## config.mk

```make
export PLATFORM = sky130hd
export DESIGN_NAME = indexed_deque_store_top
export DESIGN_NICKNAME = d
export VERILOG_FILES = /design/src/hw/rtl/ids_pkg.sv /design/src/hw/rtl/indexed_deque_store_top.sv /design/src/hw/rtl/ids_ram.sv
export SDC_FILE = /design/constraint.sdc
export NUM_CORES = 2
export LEC_CHECK = 0
export ABC_AREA = 1
export BUFFER_PORTS_ARGS = -buffer_cell sky130_fd_sc_hd__buf_2
export CAP_MARGIN = 20
export CORE_UTILIZATION = 47
export CTS_CLUSTER_SIZE = 30
export DETAILED_ROUTE_END_ITERATION = 10
export HOLD_SLACK_MARGIN = 0.03
export PLACE_DENSITY = 0.62
export SLEW_MARGIN = 5
export SYNTH_ARGS = -nofsm -noshare
export SYNTH_HDL_FRONTEND = slang
export SYNTH_SLANG_ARGS = --single-unit
```

## constraint.sdc

```tcl
create_clock -name clk -period 15.91 [get_ports clk]
set_input_delay 1.591 -clock clk [delete_from_list [all_inputs] [get_ports clk]]
set_output_delay 1.591 -clock clk [all_outputs]
set_load 0.005 [all_outputs]
```

## src/hw/rtl/ids_pkg.sv

```systemverilog
package ids_pkg;

  localparam int unsigned OP_BITS = 3;

  // request codes carried on in_tuser
  typedef enum logic [OP_BITS-1:0] {
    OP_PUSH_BACK  = 3'd0,
    OP_PUSH_FRONT = 3'd1,
    OP_POP_BACK   = 3'd2,
    OP_POP_FRONT  = 3'd3,
    OP_READ       = 3'd4,
    OP_INSERT     = 3'd5,
    OP_CLEAR      = 3'd6
  } ids_op_t;

  typedef enum logic [1:0] {
    ST_OK    = 2'd0,
    ST_EMPTY = 2'd1,
    ST_RANGE = 2'd2,
    ST_FULL  = 2'd3
  } ids_status_t;

  typedef enum logic [2:0] {
    S_IDLE,
    S_EXEC,
    S_SHIFT,
    S_RDWAIT,
    S_RESP
  } ids_state_t;

endpackage

```

## src/hw/rtl/indexed_deque_store_top.sv

```systemverilog
// sequence: push, pop, clear, unused and refused requests go from S_EXEC straight to S_RESP;
//   a read passes S_EXEC, S_RDWAIT and S_RESP; an insert or append passes S_EXEC, S_SHIFT and S_RESP
// requests: one at a time, a new request is taken only once the result has been accepted;
//   the insert shift moves one word per cycle through the read port and the write port of the store
// reset: synchronous active-low rst_n empties the sequence (count and front slot to zero);
//   store contents are not cleared, since only positions already written are ever read
module indexed_deque_store_top
  import ids_pkg::*;
#(
  parameter int unsigned DEPTH     = 64,
  parameter int unsigned WORD_BITS = 32
) (
  input  logic clk,
  input  logic rst_n,

  // request channel
  input  logic                                                 in_tvalid,
  output logic                                                 in_tready,
  // item_value, position (zero padded to bytes)
  input  logic [((WORD_BITS + $clog2(DEPTH + 1) + 7) / 8) * 8 - 1:0] in_tdata,
  // operation
  input  logic [OP_BITS-1:0]                                   in_tuser,

  // result channel
  output logic                                                 out_tvalid,
  input  logic                                                 out_tready,
  // read_value, item_count, status (zero padded to bytes)
  output logic [((WORD_BITS + $clog2(DEPTH + 1) + 2 + 7) / 8) * 8 - 1:0] out_tdata
);

  // count and position width, store address width
  localparam int unsigned CW    = $clog2(DEPTH + 1);
  localparam int unsigned AW    = $clog2(DEPTH);
  localparam int unsigned OUT_W = ((WORD_BITS + CW + 2 + 7) / 8) * 8;

  // sequencer and sequence state
  ids_state_t           state_r, state_nxt;
  logic [CW-1:0]        cnt_r, cnt_nxt;
  logic [AW-1:0]        front_r, front_nxt;

  // captured request
  ids_op_t              op_r;
  logic [WORD_BITS-1:0] word_r;
  logic [CW-1:0]        pos_r;

  // insert shift walker: idx_r is the destination position of the next move,
  // mv_r marks a word read last cycle that must be written to dst_r now
  logic [CW-1:0]        idx_r, idx_nxt;
  logic [AW-1:0]        dst_r, dst_nxt;
  logic                 mv_r, mv_nxt;

  // result register
  logic [WORD_BITS-1:0] rdv_r, rdv_nxt;
  ids_status_t          status_r, status_nxt;

  // store port
  logic                 ram_we, ram_re;
  logic [AW-1:0]        ram_waddr, ram_raddr;
  logic [WORD_BITS-1:0] ram_wdata, ram_rdata;

  logic                 full;
  logic [AW-1:0]        front_dec;

  // store slot of a position: front plus position, wrapped once
  function automatic logic [AW-1:0] slot_of(input logic [AW-1:0] front,
                                            input logic [CW-1:0] p);
    logic [CW:0] s;
    s = (CW + 1)'(front) + (CW + 1)'(p);
    if (s >= (CW + 1)'(DEPTH)) begin
      s = s - (CW + 1)'(DEPTH);
    end
    return s[AW-1:0];
  endfunction

  ids_ram #(
    .WIDTH(WORD_BITS),
    .DEPTH(DEPTH)
  ) u_store (
    .clk  (clk),
    .we   (ram_we),
    .waddr(ram_waddr),
    .wdata(ram_wdata),
    .re   (ram_re),
    .raddr(ram_raddr),
    .rdata(ram_rdata)
  );

  assign full      = (cnt_r == CW'(DEPTH));
  assign front_dec = (front_r == '0) ? AW'(DEPTH - 1) : front_r - AW'(1);

  // handshakes: one request in flight, the result waits in its register
  assign in_tready  = (state_r == S_IDLE);
  assign out_tvalid = (state_r == S_RESP);
  assign out_tdata  = OUT_W'({status_r, cnt_r, rdv_r});

  // capture the request transaction
  always_ff @(posedge clk) begin
    if (in_tvalid && in_tready) begin
      op_r   <= ids_op_t'(in_tuser);
      word_r <= in_tdata[WORD_BITS-1:0];
      pos_r  <= in_tdata[WORD_BITS +: CW];
    end
  end

  always_ff @(posedge clk) begin
    if (!rst_n) begin
      state_r <= S_IDLE;
      cnt_r   <= '0;
      front_r <= '0;
      mv_r    <= 1'b0;
    end else begin
      state_r <= state_nxt;
      cnt_r   <= cnt_nxt;
      front_r <= front_nxt;
      mv_r    <= mv_nxt;
    end
  end

  always_ff @(posedge clk) begin
    idx_r    <= idx_nxt;
    dst_r    <= dst_nxt;
    rdv_r    <= rdv_nxt;
    status_r <= status_nxt;
  end

  always_comb begin
    state_nxt  = state_r;
    cnt_nxt    = cnt_r;
    front_nxt  = front_r;
    idx_nxt    = idx_r;
    dst_nxt    = dst_r;
    mv_nxt     = mv_r;
    rdv_nxt    = rdv_r;
    status_nxt = status_r;
    ram_we     = 1'b0;
    ram_waddr  = slot_of(front_r, cnt_r);
    ram_wdata  = word_r;
    ram_re     = 1'b0;
    ram_raddr  = slot_of(front_r, pos_r);

    unique case (state_r)
      S_IDLE: begin
        if (in_tvalid) begin
          state_nxt = S_EXEC;
        end
      end

      // decode the request: run push, pop and clear here, start a read or an insert
      S_EXEC: begin
        rdv_nxt    = '0;
        status_nxt = ST_OK;
        state_nxt  = S_RESP;
        unique case (op_r)
          OP_PUSH_BACK: begin
            if (full) begin
              status_nxt = ST_FULL;
            end else begin
              ram_we  = 1'b1;
              cnt_nxt = cnt_r + CW'(1);
            end
          end
          OP_PUSH_FRONT: begin
            if (full) begin
              status_nxt = ST_FULL;
            end else begin
              ram_we    = 1'b1;
              ram_waddr = front_dec;
              front_nxt = front_dec;
              cnt_nxt   = cnt_r + CW'(1);
            end
          end
          OP_POP_BACK: begin
            if (cnt_r == '0) begin
              status_nxt = ST_EMPTY;
            end else begin
              cnt_nxt = cnt_r - CW'(1);
            end
          end
          OP_POP_FRONT: begin
            if (cnt_r == '0) begin
              status_nxt = ST_EMPTY;
            end else begin
              front_nxt = (front_r == AW'(DEPTH - 1)) ? '0 : front_r + AW'(1);
              cnt_nxt   = cnt_r - CW'(1);
            end
          end
          OP_READ: begin
            if (pos_r >= cnt_r) begin
              status_nxt = ST_RANGE;
            end else begin
              ram_re    = 1'b1;
              state_nxt = S_RDWAIT;
            end
          end
          OP_INSERT: begin
            // range check ahead of the full check; position == count appends
            if (pos_r > cnt_r) begin
              status_nxt = ST_RANGE;
            end else if (full) begin
              status_nxt = ST_FULL;
            end else begin
              idx_nxt   = cnt_r;
              mv_nxt    = 1'b0;
              state_nxt = S_SHIFT;
            end
          end
          OP_CLEAR: begin
            cnt_nxt   = '0;
            front_nxt = '0;
          end
          default: begin
            // unused code leaves everything as it is
          end
        endcase
      end

      // move words toward the back, one per cycle, from the back end down
      S_SHIFT: begin
        if (mv_r) begin
          ram_we    = 1'b1;
          ram_waddr = dst_r;
          ram_wdata = ram_rdata;
        end
        if (idx_r > pos_r) begin
          ram_re    = 1'b1;
          ram_raddr = slot_of(front_r, idx_r - CW'(1));
          dst_nxt   = slot_of(front_r, idx_r);
          mv_nxt    = 1'b1;
          idx_nxt   = idx_r - CW'(1);
        end else if (mv_r) begin
          mv_nxt = 1'b0;
        end else begin
          // last move is done, drop the new word into its place
          ram_we    = 1'b1;
          ram_waddr = slot_of(front_r, pos_r);
          ram_wdata = word_r;
          cnt_nxt   = cnt_r + CW'(1);
          state_nxt = S_RESP;
        end
      end

      S_RDWAIT: begin
        rdv_nxt   = ram_rdata;
        state_nxt = S_RESP;
      end

      S_RESP: begin
        if (out_tready) begin
          state_nxt = S_IDLE;
        end
      end

      default: begin
        state_nxt = S_IDLE;
      end
    endcase
  end

  // the sequence never holds more than the store
  a_cnt_bound: assert property (@(posedge clk) disable iff (!rst_n)
    cnt_r <= CW'(DEPTH))
    else $error("count above store depth");

  // front slot stays inside the store
  a_front_bound: assert property (@(posedge clk) disable iff (!rst_n)
    front_r <= AW'(DEPTH - 1))
    else $error("front slot outside store");

  // no new request while a result is pending
  a_one_in_flight: assert property (@(posedge clk) disable iff (!rst_n)
    !(in_tready && out_tvalid))
    else $error("request taken while result pending");

  // the shift walker never passes the insert position
  a_shift_walk: assert property (@(posedge clk) disable iff (!rst_n)
    (state_r == S_SHIFT) |-> (idx_r >= pos_r))
    else $error("insert shift ran past its position");

  // a store write during a shift never hits the slot being read
  a_shift_ports: assert property (@(posedge clk) disable iff (!rst_n)
    (state_r == S_SHIFT && ram_we && ram_re) |-> (ram_waddr != ram_raddr))
    else $error("shift read and write collide");

endmodule

```

## src/hw/rtl/ids_ram.sv

```systemverilog
module ids_ram #(
  parameter int unsigned WIDTH = 32,
  parameter int unsigned DEPTH = 64
) (
  input  logic                     clk,
  input  logic                     we,
  input  logic [$clog2(DEPTH)-1:0] waddr,
  input  logic [WIDTH-1:0]         wdata,
  input  logic                     re,
  input  logic [$clog2(DEPTH)-1:0] raddr,
  output logic [WIDTH-1:0]         rdata
);

  logic [WIDTH-1:0] mem [DEPTH];
  logic [WIDTH-1:0] rdata_r;

  always_ff @(posedge clk) begin
    if (we) begin
      mem[waddr] <= wdata;
    end
    if (re) begin
      rdata_r <= mem[raddr];
    end
  end

  assign rdata = rdata_r;

endmodule
```

Word level (Yosys, flattened, before mapping)
Memory sizes are Yosys's and may differ from the RTL's. A register that Yosys moved wholly into a read port is not among the register bits.
Index checks and enable logic that the tools add are counted.
Word-level totals
  memory bits (writable): 2048
  output and inout port bits: 50
  input bits: 47
  word-level logic and storage cells: 136
  memories kept: 1
  flip-flop bits (word level): 106
Memory list
  u_store.mem: depth 64, width 32, rd ports 1, clocked after Yosys merged registers in 1, write ports 1, RTL line ids_ram.sv:14  | logic [WIDTH-1:0] mem [DEPTH];
Operators by class
  order comparisons: 7
  reductions and logical operators: 16
  add/subtract/negate cells: 13
  eq/ne operators: 25
  muxes and demuxes: 63
Operators by type and width (number)
  $mux W32: 4
  $mux W6: 15
  $pmux W32 S2: 1
  $mux W7: 8
  $add A6 B7 Y8: 4
  $ge A8 B7 Y1 const B: 4
  $sub A6 B1 Y6 const B: 5
  $pmux W7 S2: 2
  $mux W3: 7
  $pmux W7 S3: 1
  $ne A2 B2 Y1 const B: 9
  $pmux W6 S3: 1
  $pmux W3 S5: 1
  $gt A7 B7 Y1: 2
  $mux W1: 14
  $sub A7 B1 Y7 const B: 2
  $eq A3 B2 Y1 const B: 4
  $eq A3 B3 Y1 const B: 4
  $pmux W6 S2: 1
  $reduce_and A4 Y1: 3
  $pmux W2 S4: 1
  $add A7 B1 Y7 const B: 1
  $eq A7 B7 Y1 const B: 1
  $ge A7 B7 Y1: 1
  19 further kinds: 28

Depth between registers and ports, before layout
  word-level depth: 7
  gate-level depth with buffers: 20
  depth with buffers taken out: 18

Hierarchy
From an unflattened synthesis, not the netlist that was laid out.
Unflattened totals
  cell total of the unflattened synthesis: 7554
  area, all modules: 89706.0 sq um
By module, submodules not included
  ids_ram: cells an instance 6788, sequential area each 62459.9 sq um, instances 1, area an instance 83157.3 sq um
  indexed_deque_store_top: cells an instance 766, sequential area each 3012.9 sq um, instances 1, area an instance 6548.8 sq um

Worst setup path before layout
Ideal clock, no wire load.
  path kind: register -> register
  start point: reg state_r[0]
  end point: mem u_store.mem[33][0], enable pin
  cell stages (with the launch flop): 11
  setup slack: 10.726 ns
  buffers on the path: 0
  data required time: 15.489 ns
  data arrival time: 4.763 ns
  setup time: 0.421 ns
  period minus slack after synthesis: 5.184 ns
  cell sequence: dfxtp_1 -> inv_1 -> nor2_1 -> nand2_1 -> clkinv_1 -> o21ai_0 -> o21ai_0 -> inv_1 -> a21oi_1 -> nand3_1 -> nor2_1
Between the ends
  longest elaborated chain between the ends: 4
  elaborated cells between the ends (all ways): 6
  those cells by class: eq/ne: 2; mux: 4
Ends and longest elaborated chain
  start: declaration: RTL line indexed_deque_store_top.sv:37  | ids_state_t state_r, state_nxt;
  start signal: assignment: RTL line indexed_deque_store_top.sv:112  | state_r <= state_nxt;
  $eq A3 B2 Y1 or $eq A3 B1 Y1 (tied branches): RTL line indexed_deque_store_top.sv:141  | unique case (state_r)
  $pmux W1 S2: RTL line indexed_deque_store_top.sv:141
  $mux W1: RTL line ids_ram.sv:18  | if (we) begin
  $mux W1 (not written as such): RTL line ids_ram.sv:19  | mem[waddr] <= wdata;
  end: declaration: RTL line ids_ram.sv:14
Parallel ways exist; a longest one is shown, timed or not.

Worst setup path in the final report
  start point: reg pos_r[5]
  end point: reg u_store.rdata_r[8], in the netlist u_store.rdata[8] (read register of u_store.mem) (data pin)
Between the ends
  longest elaborated chain between the ends: 5
  elaborated cells between the ends (all ways): 12
  those cells by class: add/sub: 2; order compare: 3; mux: 7
Ends and longest elaborated chain
  start: declaration: RTL line indexed_deque_store_top.sv:44  | logic [CW-1:0] pos_r;
  start signal: assignment: RTL line indexed_deque_store_top.sv:101  | pos_r <= in_tdata[WORD_BITS +: CW];
  $add A6 B7 Y8: RTL line indexed_deque_store_top.sv:68  | s = (CW + 1)'(front) + (CW + 1)'(p);
  $ge A8 B7 Y1 or $sub A6 B1 Y6 (tied branches): RTL line indexed_deque_store_top.sv:69, indexed_deque_store_top.sv:70
  $mux W6: RTL line indexed_deque_store_top.sv:69  | if (s >= (CW + 1)'(DEPTH)) begin
  $mux W6: RTL line indexed_deque_store_top.sv:224  | if (idx_r > pos_r) begin
  $mux W6: RTL line indexed_deque_store_top.sv:141
  end: declaration: RTL line ids_ram.sv:15  | logic [WIDTH-1:0] rdata_r;
Parallel ways exist; a longest one is shown, timed or not.
A chain may end at the register's enable or synchronous reset.

==> flow_summary_export.csv <==
group,metric,value,unit
worst_setup_path,arrival,7.18,ns
finish,multi_input_area,0.0226,mm²
route,drc,0,
sta,drv_slew,0,
sta,setup_viol,0,
sta,relSlewSlack,27.6,%
die,initial_core_util,47.5,%
worst_setup_path,end_kind,"flop",
power,finalPower,0.0145,W
global_route,antenna_found_initial,4,
yosys,synth_most_common_cell,"edfxtp_1",
yosys,yosys_warnings,0,
cts,clkTransAtPathRegs,0.06,ns
yosys,synth_top_flop_cell,"edfxtp_1",
cts,cts_tree,"yes",
worst_setup_path,path_buf_inv,4,
cts,postCtsSetupRepairBufs,0,
placement,gp_congestion,0.875,
sta,fmax,152,MHz
worst_setup_path,crit_type,"reg2reg",
power,pwr-share-clk,36.3,%
sta,rsz0062_at_grt,"false",
yosys,ys_seq_area_share,67.9,%
power,power_density,135,mW/mm²
sta,min_period_over_period,41.3,%
yosys,syn_area_per_cell,10.4,µm²
power,power_frac_comb,18.9,%
route,vias,66000,
worst_setup_path,crit_path_top_delay_cell,"buf_4",
yosys,yosysUniqueCellTypes,46,
cts,clock_latency,0.88,ns
yosys,syn-cell-area,0.0965,mm²
route,firstDrtPassIters,9,
route,ant_nets,0,
cts,cts_hold_buf,0,
yosys,synth_edf_count,2169,
finish,nFillCells,17300,
cts,clock_sinks,2186,
route,routed_wl,271000,µm
global_route,grt_pass1_wl,399000,µm
worst_setup_path,worstPathRequired,16.51,ns
power,swShare,29.6,%
cts,numCtsBuffers,222,
cts,post_cts_resized,0,
power,p_int,0.0102,W
worst_setup_path,cp_slowest_stage_delay,0.90,ns
placement,io_buffers,88,
sta,finalHoldViolCount,0,
die,die_area,0.207,mm²
worst_setup_path,startpoint_type,"flop",
global_route,grt_util_all_layers,26.0,%
worst_setup_path,crit_chain,"inv_1 > ha_1 > nand2_1 > inv_1 > a21oi_1 > nand2_2 > nand3_2 > nand2_4 > nand2_8 > buf_12 > buf_4 > nand2_1 > nand3_1 > nand3_1 > nand3_1 > nand3_1 > nand3_1 > nand2_1",
die,die-height,455,µm
die,rows,165,
finish,ff_latch_area,0.0655,mm²
die,pin_count,97,
power,irDropWorstVdd,0.000111,V
cts,cts_root_buf,"clkbuf_16",
worst_setup_path,crit_path_frequent_cell,"nand3_1",
finish,layout-drive-gt1-share,7.17,%
route,vias_per_cell,5.45,
hold_path,worstHoldPathType,"reg2reg",
finish,nNetsFinal,9334,
yosys,ys_async_sr_fraction,0,%
route,drtIter0Drc,7602,
global_route,grt_remaining_overflow,0,
yosys,synthTopCellsByCount,"edfxtp_1, nand2_1, nand3_1, inv_1, buf_2",
sta,fin_skew,0.0275,ns
sta,worst_pin_slew,1.08,ns
cts,cts_buffer_depth,3,
sta,fin_crit,6.58,ns
power,seqPwrFrac,44.8,%
route,wl_per_cell,22.4,µm
outcome,status,"finished clean",
yosys,synthCells,9253,
job,cap_violations,0,
global_route,grt_max_degree,196,
finish,syn2layout_area_growth,11.5,%
power,power.leakage,44.7,nW
power,switching_power,0.00430,W
yosys,synth_top_area_share,67.5,%
yosys,ys_ff_latch,2186,
die,die_w,455,µm
worst_setup_path,critPathTopFamily,"simple AND/OR/NAND/NOR gates",
placement,place_hpwl,137000,µm
yosys,synth_top_cell_by_area,"edfxtp_1",
cts,htreeDepth,4,
worst_setup_path,worst-path-max-fanout,195,
sta,fin_tns_setup,0,ns
yosys,synthTopCellsByArea,"edfxtp_1, nand3_1, nand2_1",
die,core,0.203,mm²
global_route,grt_pass1_vias,61900,
## metal layers
| layer | routed length [µm] | track usage (%) |
|---|---|---|
| met4 | 7500 | 7.89 |
| met2 | 127000 | 42.4 |
| met5 | 13 | 0 |
| met3 | 24200 | 4.19 |
| met1 | 113000 | 35.8 |
## path summary, 6_finish.rpt
path	startpoint	slack, ns	cells after the start	endpoint
hold reg to reg	mv_r	0.55	2	mv_r
setup / recovery	pos_r[5]	9.33	18	u_store.rdata[8]
setup reg to reg	pos_r[5]	9.33	18	u_store.rdata[8]
hold / removal	mv_r	0.55	2	mv_r
## through the flow
| stage | instance area [µm²] | hold slack, ns | utilization (%) | instances | worst slack, ns |
|---|---|---|---|---|---|
| after floorplan | 96500 | 0.486 | - | 9259 | 10.73 |
| after global placement | 100000 | 0.526 | 49.4 | 11700 | 9.57 |
| after detailed placement | 100000 | 0.528 | 49.4 | 11700 | 9.53 |
| after CTS | 108000 | 0.535 | 52.9 | 12100 | 9.52 |
| after global routing | 108000 | 0.593 | 53.0 | 12100 | 9.04 |
| final | 108000 | 0.546 | 53.0 | 12100 | 9.33 |
## area by class of cell
class                           instances  share of cell area, %
Sequential cell                      2186                   60.9
Inverter                             1880                   6.58
Antenna cell                            2                0.00465
Clock inverter                        128                   1.29
Tap cell                             2672                   3.11
Timing Repair Buffer                  245                   1.66
Clock buffer                          281                   5.46
Multi-Input combinational cell       4707                   21.0
## power by group through the flow
stage / Sequential, W / Clock, W / Combinational (W)
floorplan: 0.00664 / 0 / 0.00172
global placement: 0.00663 / 0 / 0.00266
detailed placement: 0.00663 / 0 / 0.00270
CTS: 0.00650 / 0.00533 / 0.00271
global route: 0.00651 / 0.00555 / 0.00297
finish: 0.00651 / 0.00527 / 0.00275
## worst reg2reg max path: stages, from the launching register on
cell	delay [ns]
edfxtp_1	0.51
inv_1	0.09
ha_1	0.29
nand2_1	0.10
inv_1	0.04
a21oi_1	0.29
nand2_2	0.13
nand3_2	0.40
nand2_4	0.49
nand2_8	0.88
buf_12	0.75
buf_4	1.05
nand2_1	0.19
nand3_1	0.14
nand3_1	0.08
nand3_1	0.10
nand3_1	0.19
nand3_1	0.45
nand2_1	0.16
## cells in the final DEF, fill, tap and decap left out, drive strengths merged, types with 19 or more instances in the layout
cell       n
a21oi     30
buf      245
bufinv    28
clkbuf   281
clkinv    86
edfxtp  2169
ha        41
inv     1890
nand2   2135
nand3   2019
nand3b   160
nor2     155
o21ai     77
xor2      19
## cells by family after synthesis
family	synth area share, %
compound gates	0.818
fa+ha+maj	0.615
flops	67.9
xor+xnor	0.272
simple gates	20.8
other cells	0.00389
buf+inv	9.68
## state kept, by name, summed over array words and instances (netlist names)
register,count
mv_r,1
status_r,2
front_r,6
idx_r,7
rdv_r,32
u_store.mem,2048
cnt_r,7
pos_r,7
dst_r,6
state_r,3
word_r,32
op_r,3
u_store.rdata,32
No activity file was read; power rests on OpenSTA's default activity.
